$ cat src/design/nnt_pkg.sv
// Shared types and constants for the nearest-neighbor tour unit.
// Used by the controller, the datapath and the top level; depends on nothing.
`default_nettype none

package nnt_pkg;

  localparam int unsigned MAX_POINTS_DEF  = 16;
  localparam int unsigned COORD_BITS_DEF  = 16;
  localparam int unsigned IN_COORD_W      = 16;
  localparam int unsigned VISIT_W         = 4;

  // One loaded point.
  typedef struct packed {
    logic signed [IN_COORD_W-1:0] point_x;
    logic signed [IN_COORD_W-1:0] point_y;
    logic                         final_point;
  } nnt_point_t;

  // One tour position.
  typedef struct packed {
    logic [VISIT_W-1:0] visit_index;
    logic               tour_end;
  } nnt_result_t;

  // Commands from the controller to the datapath.
  typedef struct packed {
    logic load;
    logic scan_issue;
    logic emit_first;
    logic emit_best;
  } nnt_cmd_t;

  // Status from the datapath to the controller.
  typedef struct packed {
    logic load_last;
    logic scan_last;
    logic pipe_busy;
    logic tour_last;
  } nnt_stat_t;

endpackage

`default_nettype wire

$ cat src/design/nnt_ram.sv
// Generic single-write, single-read RAM with a registered read port.
// Stand-alone; no package needed.
`default_nettype none

module nnt_ram #(
  parameter int unsigned WIDTH = 32,
  parameter int unsigned DEPTH = 16
) (
  input  wire logic                     clk_i,
  input  wire logic                     we_i,
  input  wire logic [$clog2(DEPTH)-1:0] waddr_i,
  input  wire logic [WIDTH-1:0]         wdata_i,
  input  wire logic [$clog2(DEPTH)-1:0] raddr_i,
  output logic      [WIDTH-1:0]         rdata_o
);

  logic [WIDTH-1:0] mem_q [DEPTH];

  always_ff @(posedge clk_i) begin
    if (we_i) begin
      mem_q[waddr_i] <= wdata_i;
    end
    rdata_o <= mem_q[raddr_i];
  end

endmodule

`default_nettype wire

$ cat src/design/nnt_ctrl.sv
// Sequencer of the nearest-neighbor tour: loading, one scan per tour step, result emission.
// Depends on nnt_pkg for the command and status structs.
`default_nettype none

module nnt_ctrl (
  input  wire logic               clk_i,
  input  wire logic               rst_ni,
  input  wire logic               start_i,
  input  wire nnt_pkg::nnt_stat_t stat_i,
  output nnt_pkg::nnt_cmd_t       cmd_o,
  output logic                    busy_o
);
  import nnt_pkg::*;

  typedef enum logic [4:0] {
    ST_IDLE  = 5'b00001,
    ST_FIRST = 5'b00010,
    ST_SCAN  = 5'b00100,
    ST_DRAIN = 5'b01000,
    ST_EMIT  = 5'b10000
  } nnt_state_e;

  nnt_state_e state_q, state_d;

  always_comb begin
    state_d = state_q;
    cmd_o   = '0;
    unique case (state_q)
      ST_IDLE: begin
        if (start_i) begin
          cmd_o.load = 1'b1;
          if (stat_i.load_last) begin
            state_d = ST_FIRST;
          end
        end
      end
      ST_FIRST: begin
        cmd_o.emit_first = 1'b1;
        state_d = stat_i.tour_last ? ST_IDLE : ST_SCAN;
      end
      ST_SCAN: begin
        cmd_o.scan_issue = 1'b1;
        if (stat_i.scan_last) begin
          state_d = ST_DRAIN;
        end
      end
      ST_DRAIN: begin
        if (!stat_i.pipe_busy) begin
          state_d = ST_EMIT;
        end
      end
      ST_EMIT: begin
        cmd_o.emit_best = 1'b1;
        state_d = stat_i.tour_last ? ST_IDLE : ST_SCAN;
      end
      default: begin
        state_d = ST_IDLE;
      end
    endcase
  end

  always_ff @(posedge clk_i or negedge rst_ni) begin
    if (!rst_ni) begin
      state_q <= ST_IDLE;
    end else begin
      state_q <= state_d;
    end
  end

  assign busy_o = (state_q != ST_IDLE);

  // The final result of a tour frees the block for the next set.
  a_end_frees: assert property (@(posedge clk_i) disable iff (!rst_ni)
    (cmd_o.emit_first || cmd_o.emit_best) && stat_i.tour_last |=> state_q == ST_IDLE)
    else $error("tour did not return to idle after its last result");

  // Results are only produced once the compare pipeline has drained.
  a_emit_drained: assert property (@(posedge clk_i) disable iff (!rst_ni)
    cmd_o.emit_best |-> !stat_i.pipe_busy)
    else $error("best point taken while candidates still in flight");

endmodule

`default_nettype wire

$ cat src/design/nnt_dp.sv
// Datapath of the nearest-neighbor tour: point store, distance pipeline, best tracking.
// Depends on nnt_pkg and nnt_ram.
`default_nettype none

module nnt_dp #(
  parameter int unsigned MAX_POINTS = nnt_pkg::MAX_POINTS_DEF,
  parameter int unsigned COORD_BITS = nnt_pkg::COORD_BITS_DEF
) (
  input  wire logic                clk_i,
  input  wire logic                rst_ni,
  input  wire nnt_pkg::nnt_cmd_t   cmd_i,
  input  wire nnt_pkg::nnt_point_t point_i,
  output nnt_pkg::nnt_stat_t       stat_o,
  output nnt_pkg::nnt_result_t     result_o,
  output logic                     result_valid_o
);
  import nnt_pkg::*;

  localparam int unsigned IDX_W = $clog2(MAX_POINTS);
  localparam int unsigned CNT_W = $clog2(MAX_POINTS + 1);
  localparam int unsigned DW    = COORD_BITS + 1;
  localparam int unsigned SQ_W  = 2 * COORD_BITS;
  localparam int unsigned SUM_W = SQ_W + 1;
  localparam int unsigned EXT_W = IDX_W + VISIT_W;

  // Set bookkeeping.
  logic [CNT_W-1:0]      count_q;
  logic [IDX_W-1:0]      step_q;
  logic [IDX_W-1:0]      scan_q;
  logic [MAX_POINTS-1:0] visited_q;
  logic                  found_q;

  // Pipeline valids (read, abs difference, square).
  logic vr_q, va_q, vm_q;

  // Pipeline payload.
  logic [IDX_W-1:0]      idxr_q, idxa_q, idxm_q;
  logic [COORD_BITS-1:0] xa_q, ya_q, xm_q, ym_q;
  logic [COORD_BITS-1:0] adx_q, ady_q;
  logic [SQ_W-1:0]       sqx_q, sqy_q;

  // Current point and best candidate so far.
  logic [COORD_BITS-1:0] cur_x_q, cur_y_q;
  logic [SUM_W-1:0]      best_q;
  logic [IDX_W-1:0]      best_idx_q;
  logic [COORD_BITS-1:0] best_x_q, best_y_q;

  nnt_result_t res_q;
  logic        res_valid_q;

  // Incoming coordinates, sign-extended and then wrapped to the working width.
  logic signed [31:0]      in_x_ext, in_y_ext;
  logic [COORD_BITS-1:0]   in_x, in_y;
  logic [SQ_W-1:0]         ram_wdata, ram_rdata;
  logic [COORD_BITS-1:0]   rx, ry;
  logic [DW-1:0]           dx, dy;
  logic [COORD_BITS-1:0]   adx_d, ady_d;
  logic [SUM_W-1:0]        sum;
  logic                    take, emit, end_tour;
  logic [EXT_W-1:0]        best_ext;

  assign in_x_ext = 32'(point_i.point_x);
  assign in_y_ext = 32'(point_i.point_y);
  assign in_x     = in_x_ext[COORD_BITS-1:0];
  assign in_y     = in_y_ext[COORD_BITS-1:0];
  assign ram_wdata = {in_x, in_y};

  nnt_ram #(
    .WIDTH (SQ_W),
    .DEPTH (MAX_POINTS)
  ) u_store (
    .clk_i   (clk_i),
    .we_i    (cmd_i.load),
    .waddr_i (count_q[IDX_W-1:0]),
    .wdata_i (ram_wdata),
    .raddr_i (scan_q),
    .rdata_o (ram_rdata)
  );

  assign rx = ram_rdata[SQ_W-1:COORD_BITS];
  assign ry = ram_rdata[COORD_BITS-1:0];

  // Differences in one extra bit; the magnitude always fits the coordinate width.
  always_comb begin
    logic [DW-1:0] ndx, ndy;
    dx    = {rx[COORD_BITS-1], rx} - {cur_x_q[COORD_BITS-1], cur_x_q};
    dy    = {ry[COORD_BITS-1], ry} - {cur_y_q[COORD_BITS-1], cur_y_q};
    ndx   = ~dx + 1'b1;
    ndy   = ~dy + 1'b1;
    adx_d = dx[DW-1] ? ndx[COORD_BITS-1:0] : dx[COORD_BITS-1:0];
    ady_d = dy[DW-1] ? ndy[COORD_BITS-1:0] : dy[COORD_BITS-1:0];
  end

  // Strict less-than keeps the lowest index on a tie, since indices arrive in order.
  assign sum      = {1'b0, sqx_q} + {1'b0, sqy_q};
  assign take     = vm_q && (!found_q || (sum < best_q));
  assign emit     = cmd_i.emit_first || cmd_i.emit_best;
  assign end_tour = emit && stat_o.tour_last;
  assign best_ext = EXT_W'(best_idx_q);

  always_comb begin
    stat_o.load_last = point_i.final_point || (count_q == CNT_W'(MAX_POINTS - 1));
    stat_o.scan_last = (CNT_W'(scan_q) + CNT_W'(1)) == count_q;
    stat_o.pipe_busy = vr_q || va_q || vm_q;
    stat_o.tour_last = (CNT_W'(step_q) + CNT_W'(1)) == count_q;
  end

  always_ff @(posedge clk_i or negedge rst_ni) begin
    if (!rst_ni) begin
      count_q     <= '0;
      step_q      <= '0;
      scan_q      <= '0;
      visited_q   <= '0;
      found_q     <= 1'b0;
      vr_q        <= 1'b0;
      va_q        <= 1'b0;
      vm_q        <= 1'b0;
      res_valid_q <= 1'b0;
    end else begin
      if (end_tour) begin
        count_q <= '0;
      end else if (cmd_i.load) begin
        count_q <= count_q + CNT_W'(1);
      end
      if (end_tour) begin
        step_q <= '0;
      end else if (emit) begin
        step_q <= step_q + IDX_W'(1);
      end
      if (emit) begin
        scan_q <= '0;
      end else if (cmd_i.scan_issue) begin
        scan_q <= scan_q + IDX_W'(1);
      end
      if (end_tour) begin
        visited_q <= '0;
      end else if (cmd_i.emit_first) begin
        visited_q <= visited_q | MAX_POINTS'(1);
      end else if (cmd_i.emit_best) begin
        visited_q <= visited_q | (MAX_POINTS'(1) << best_idx_q);
      end
      if (emit) begin
        found_q <= 1'b0;
      end else if (take) begin
        found_q <= 1'b1;
      end
      vr_q        <= cmd_i.scan_issue;
      va_q        <= vr_q && !visited_q[idxr_q];
      vm_q        <= va_q;
      res_valid_q <= emit;
    end
  end

  always_ff @(posedge clk_i) begin
    idxr_q <= scan_q;
    idxa_q <= idxr_q;
    xa_q   <= rx;
    ya_q   <= ry;
    adx_q  <= adx_d;
    ady_q  <= ady_d;
    idxm_q <= idxa_q;
    xm_q   <= xa_q;
    ym_q   <= ya_q;
    sqx_q  <= SQ_W'(adx_q) * SQ_W'(adx_q);
    sqy_q  <= SQ_W'(ady_q) * SQ_W'(ady_q);
    if (take) begin
      best_q     <= sum;
      best_idx_q <= idxm_q;
      best_x_q   <= xm_q;
      best_y_q   <= ym_q;
    end
    if (cmd_i.load && (count_q == '0)) begin
      cur_x_q <= in_x;
      cur_y_q <= in_y;
    end else if (cmd_i.emit_best) begin
      cur_x_q <= best_x_q;
      cur_y_q <= best_y_q;
    end
    if (emit) begin
      res_q.visit_index <= cmd_i.emit_first ? '0 : best_ext[VISIT_W-1:0];
      res_q.tour_end    <= stat_o.tour_last;
    end
  end

  assign result_o       = res_q;
  assign result_valid_o = res_valid_q;

  // Every step after the first has at least one unvisited point left.
  a_best_found: assert property (@(posedge clk_i) disable iff (!rst_ni)
    cmd_i.emit_best |-> found_q)
    else $error("tour step emitted without any candidate");

  // Visited points never reach the compare stage.
  a_skip_visited: assert property (@(posedge clk_i) disable iff (!rst_ni)
    vm_q |-> !visited_q[idxm_q])
    else $error("visited point entered the distance compare");

  // The word that closes a tour also clears the loaded set.
  a_end_clears: assert property (@(posedge clk_i) disable iff (!rst_ni)
    res_valid_q && res_q.tour_end |-> (count_q == '0) && (visited_q == '0))
    else $error("point set not cleared at end of tour");

  // The scan never addresses past the loaded points.
  a_scan_range: assert property (@(posedge clk_i) disable iff (!rst_ni)
    cmd_i.scan_issue |-> CNT_W'(scan_q) < count_q)
    else $error("scan address beyond loaded points");

endmodule

`default_nettype wire

$ cat src/design/nearest_neighbour_tour_unit.sv
// Nearest-neighbor tour unit: top level joining the controller and the datapath.
// Depends on nnt_pkg, nnt_ctrl, nnt_dp (and nnt_ram below it).
//
// Points are loaded one word per cycle while busy is low; the word marked final_point,
// or the one that fills the store, starts the tour, and busy rises on the next cycle.
// With n points loaded, index 0 is emitted from the first-result state through the
// result register. Each later index follows a scan that reads all n stored points
// in turn through the single read port of the point store, a drain in which the
// read, difference and square stages empty and the last candidate is compared, and
// an emit step. Each word is on result_o for one cycle with result_valid_o high and
// must be taken then, as there is no back-pressure. busy falls in the cycle that
// carries the last word, whose tour_end bit is set.
`default_nettype none

module nearest_neighbour_tour_unit #(
  parameter int unsigned MAX_POINTS = nnt_pkg::MAX_POINTS_DEF,
  parameter int unsigned COORD_BITS = nnt_pkg::COORD_BITS_DEF
) (
  input  wire logic                clk_i,
  input  wire logic                rst_ni,
  input  wire logic                start,
  output logic                     busy,
  input  wire nnt_pkg::nnt_point_t point_i,
  output logic                     result_valid_o,
  output nnt_pkg::nnt_result_t     result_o
);
  import nnt_pkg::*;

  nnt_cmd_t  cmd;
  nnt_stat_t stat;

  nnt_ctrl u_ctrl (
    .clk_i   (clk_i),
    .rst_ni  (rst_ni),
    .start_i (start),
    .stat_i  (stat),
    .cmd_o   (cmd),
    .busy_o  (busy)
  );

  nnt_dp #(
    .MAX_POINTS (MAX_POINTS),
    .COORD_BITS (COORD_BITS)
  ) u_dp (
    .clk_i          (clk_i),
    .rst_ni         (rst_ni),
    .cmd_i          (cmd),
    .point_i        (point_i),
    .stat_o         (stat),
    .result_o       (result_o),
    .result_valid_o (result_valid_o)
  );

endmodule

`default_nettype wire

$ cat config.mk
export PLATFORM = sky130hd
export DESIGN_NAME = nearest_neighbour_tour_unit
export DESIGN_NICKNAME = d
export VERILOG_FILES = /design/src/design/nnt_pkg.sv /design/src/design/nnt_ram.sv /design/src/design/nnt_ctrl.sv /design/src/design/nnt_dp.sv /design/src/design/nearest_neighbour_tour_unit.sv
export SDC_FILE = /design/constraint.sdc
export NUM_CORES = 2
export LEC_CHECK = 0
export BUFFER_PORTS_ARGS = -buffer_cell sky130_fd_sc_hd__buf_4
export CORE_ASPECT_RATIO = 1.25
export CORE_MARGIN = 2
export CORE_UTILIZATION = 30
export CTS_CLUSTER_DIAMETER = 150
export DETAILED_ROUTE_END_ITERATION = 7
export PLACE_DENSITY_LB_ADDON = 0.3
export SYNTH_ARGS = -nofsm -noshare
export SYNTH_HDL_FRONTEND = slang
export SYNTH_SLANG_ARGS = --single-unit
$ cat constraint.sdc
create_clock -name clk_i -period 15.15 [get_ports clk_i]
set_clock_uncertainty 0.2 [all_clocks]
set_input_delay 2.2725 -clock clk_i [delete_from_list [all_inputs] [get_ports clk_i]]
set_output_delay 2.2725 -clock clk_i [all_outputs]
set_load 0.01 [all_outputs]
==> results.sh <==
export IMPL_syn_num_nets=4454
export IMPL_yosys_top_cells_area="edfxtp_1, fa_1, dfxtp_1"
export IMPL_first_pass_iters=5
export IMPL_critPathMaxFanout=18
export IMPL_worstRegToRegCells=23
export IMPL_required_ps=15510
export IMPL_grt_pass1_vias=29000
export IMPL_htreeDepth=3
export IMPL_layout_drive_gt1_share_pct=10.3
export IMPL_slew_headroom_pct=15.6
export IMPL_avgSynthCellArea_sq_um=12.6
export IMPL_rr_startpoint="u_dp.ady_q[4]$_DFF_P_"
export IMPL_period_share_pct=46.3
export IMPL_finalHoldViolations=0
export IMPL_start_util_pct=30.3
export IMPL_fp_dieW_microns=361
export IMPL_arrival_ps=7370
export IMPL_max_freq_mhz=143
export IMPL_min_from="u_dp.ya_q[8]$_DFF_P_"
export IMPL_synth_yosys_warnings=0
export IMPL_netlist_area_sq_um=47800
export IMPL_io_buffers=42
export IMPL_cts_tree="done"
export IMPL_postCtsHoldBufs=0
export IMPL_synth_top_area_share_pct=38.8
export IMPL_critPathKind="reg2reg"
export IMPL_numCtsBuffers=88
export IMPL_rows=163
export IMPL_synth_cell_types=76
export IMPL_yosys_area_top_type="edfxtp_1"
export IMPL_cap_viol_max_count=0
export IMPL_cts_repair_resized=0
export IMPL_holdPathStages=0
export IMPL_cts_sinks=859
export IMPL_synthMuxAreaShare_pct=6.97
export IMPL_ys_ff_latch=859
export IMPL_path_clk_slew_ps=60
export IMPL_setup_violations_final=0
export IMPL_post_route_drc_count=0
export IMPL_synth_seq_area_share_pct=49.3
export IMPL_globalRouteOverflowTotal=0
export IMPL_fin_crit_ps=7010
export IMPL_grt_usage_pct=14.2
export IMPL_nNetsFinal=4505
export IMPL_grt_max_degree=107
export IMPL_die_area_sq_um=163000
export IMPL_vias=27900
export IMPL_hp_class="reg2reg"
export IMPL_io_pins=43
export IMPL_wl_met2_microns=58200
export IMPL_hold_end="u_dp.ym_q[8]$_DFF_P_"
export IMPL_fp_dieH_microns=450
export IMPL_final_area_sq_um=53700
export IMPL_r2r_end="u_dp.sqy_q[28]$_DFF_P_"
export IMPL_synthAdderAreaFrac_pct=21.7
export IMPL_rsz0062_at_grt="no"
export IMPL_wirelength_microns=115000
export IMPL_postPlaceCellArea_sq_um=50700
export IMPL_postLayoutCoreUtil_pct=34.0
export IMPL_synth_edff_count=618
export IMPL_synth_compound_area_share_pct=6.73
export IMPL_post_cts_buffers=0
export IMPL_timing_final_ws_setup_ps=8140
export IMPL_synthCells=3784
export IMPL_area_growth_pct=12.3
export IMPL_status="finished clean"
export IMPL_pre_cts_slack_ps=8090
export IMPL_synthArstFlopShare_pct=4.54
export IMPL_grt_pass1_wl_microns=176000
export IMPL_wl_met1_microns=48700
export IMPL_cts_buffer_depth=3
export IMPL_drtIter0Drc=1503
export IMPL_final_setup_tns_ps=0
export IMPL_vias_per_cell=4.67
export IMPL_end_kind="flip-flop"
export IMPL_startpoint_type="flip-flop"
export IMPL_core_area_sq_um=158000
export IMPL_antenna_found_initial=13
export IMPL_synthSimpleGateAreaFrac_pct=6.83
export IMPL_synth_xor_area_share_pct=2.91
export IMPL_dpl_hpwl_microns=76600
export IMPL_drtAntennaViolNets=0
export IMPL_gp_congestion=0.836
export IMPL_synth_top_family_by_area="adder cells"
export IMPL_final_max_slew_viol_count=0
export IMPL_root_buffer="clkbuf_16"
export IMPL_routed_wl_met3_microns=4750
export IMPL_tightest_slew_ps=1260
export IMPL_wl_per_cell_microns=19.3
export IMPL_clk_insertion_delay_late_ps=720
export IMPL_synthFlopType="edfxtp_1"
export IMPL_top_layer="met5"
export IMPL_ff2ff_setup_slack_ps=8140
## stage by stage
step	hold slack (ps)	cells
4_1_cts	123	5972
3_5_place_dp	112	5807
2_1_floorplan	110	3784
5_1_grt	120	5974
3_3_place_gp	110	5807
6_report	124	5974
## kinds of logic after synthesis
kind of cell    count (synthesis)
compound gates                500
flops                         859
simple gates                  689
fa+ha+maj                     634
xor+xnor                      159
buf+inv                       704
mux                           239
## area by class of cell
class / instances / area (sq um)
Antenna cell: 2 / 5.00
Timing Repair Buffer: 71 / 546
Clock inverter: 51 / 584
Inverter: 594 / 2230
Sequential cell: 859 / 23600
Clock buffer: 114 / 2460
Fill cell: 15400 / 104000
Tap cell: 2062 / 2580
Multi-Input combinational cell: 2221 / 21700
## sequential cells by signal, indices dropped and copies added (netlist names), 31 cells and up
signal                count
u_dp.u_store.mem_q      512
u_dp.sqx_q               31
u_dp.u_store.rdata_o     32
u_dp.best_q              33
u_dp.sqy_q               31
## Yosys cell counts (11+ instances only)
master,count
edfxtp_1,618
inv_1,593
fa_1,326
ha_1,308
nand2_1,262
dfxtp_1,202
a21oi_1,160
nor2_1,153
mux2i_1,109
o21ai_0,105
xnor2_1,102
and2_1,95
clkbuf_1,89
mux4_2,69
mux2_2,61
xor2_1,57
a21o_1,47
dfrtp_1,38
a221oi_1,35
a22oi_1,32
nor2b_1,32
nor3_1,31
nand2b_1,23
nand3_1,21
a31oi_1,19
o21a_1,18
a211oi_1,16
and3_1,14
buf_1,12
nand4_1,12
or2_2,11
## worst max-delay path, stage by stage, from the launching register on
cell	delay (ps)
dfxtp_1	790
nand2_1	200
inv_1	110
fa_1	410
inv_1	80
fa_1	440
inv_1	90
fa_1	440
fa_1	520
fa_1	500
inv_1	50
fa_1	470
inv_1	40
ha_1	320
o21a_1	200
o21a_1	180
o21ai_1	200
nand2b_1	90
nor2b_1	150
nand3_1	100
a31oi_1	130
a211oi_2	380
or4b_2	640
o311ai_0	140
## worst max path at each step
stage | slack (ps) | to | from | depth (start not counted)
floorplan | 8570 | u_dp.sqx_q[31]$_DFF_P_ | u_dp.adx_q[4]$_DFF_P_ | 25
global placement | 8180 | u_dp.sqx_q[31]$_DFF_P_ | u_dp.adx_q[9]$_DFF_P_ | 24
detailed placement | 8090 | u_dp.sqx_q[31]$_DFF_P_ | u_dp.adx_q[9]$_DFF_P_ | 24
CTS | 8100 | u_dp.sqy_q[28]$_DFF_P_ | u_dp.ady_q[9]$_DFF_P_ | 22
global route | 7600 | u_dp.sqy_q[28]$_DFF_P_ | u_dp.ady_q[4]$_DFF_P_ | 23
finish | 8140 | u_dp.sqy_q[28]$_DFF_P_ | u_dp.ady_q[4]$_DFF_P_ | 23
## layer usage
layer | vias up | GRT usage, %
met2 | 513 | 24.9
met3 | 163 | 2.14
met1 | 14200 | 17.8
li1 | 13100 | -
met5 | - | 0
met4 | 12 | 4.72
## cell usage in the layout (no fill, tap or decap), types with 90 or more instances in the layout
cell,count
mux2i_1,109
dfxtp_1,202
nor2_1,141
clkbuf_16,90
edfxtp_1,618
and2_1,94
nand2_1,262
fa_1,326
inv_1,593
a21oi_1,160
o21ai_0,105
ha_1,308
xnor2_1,102
Power is left out: the tool's default activity adds up to more than one toggle a clock period on the data nets, which glitch-free logic cannot reach.
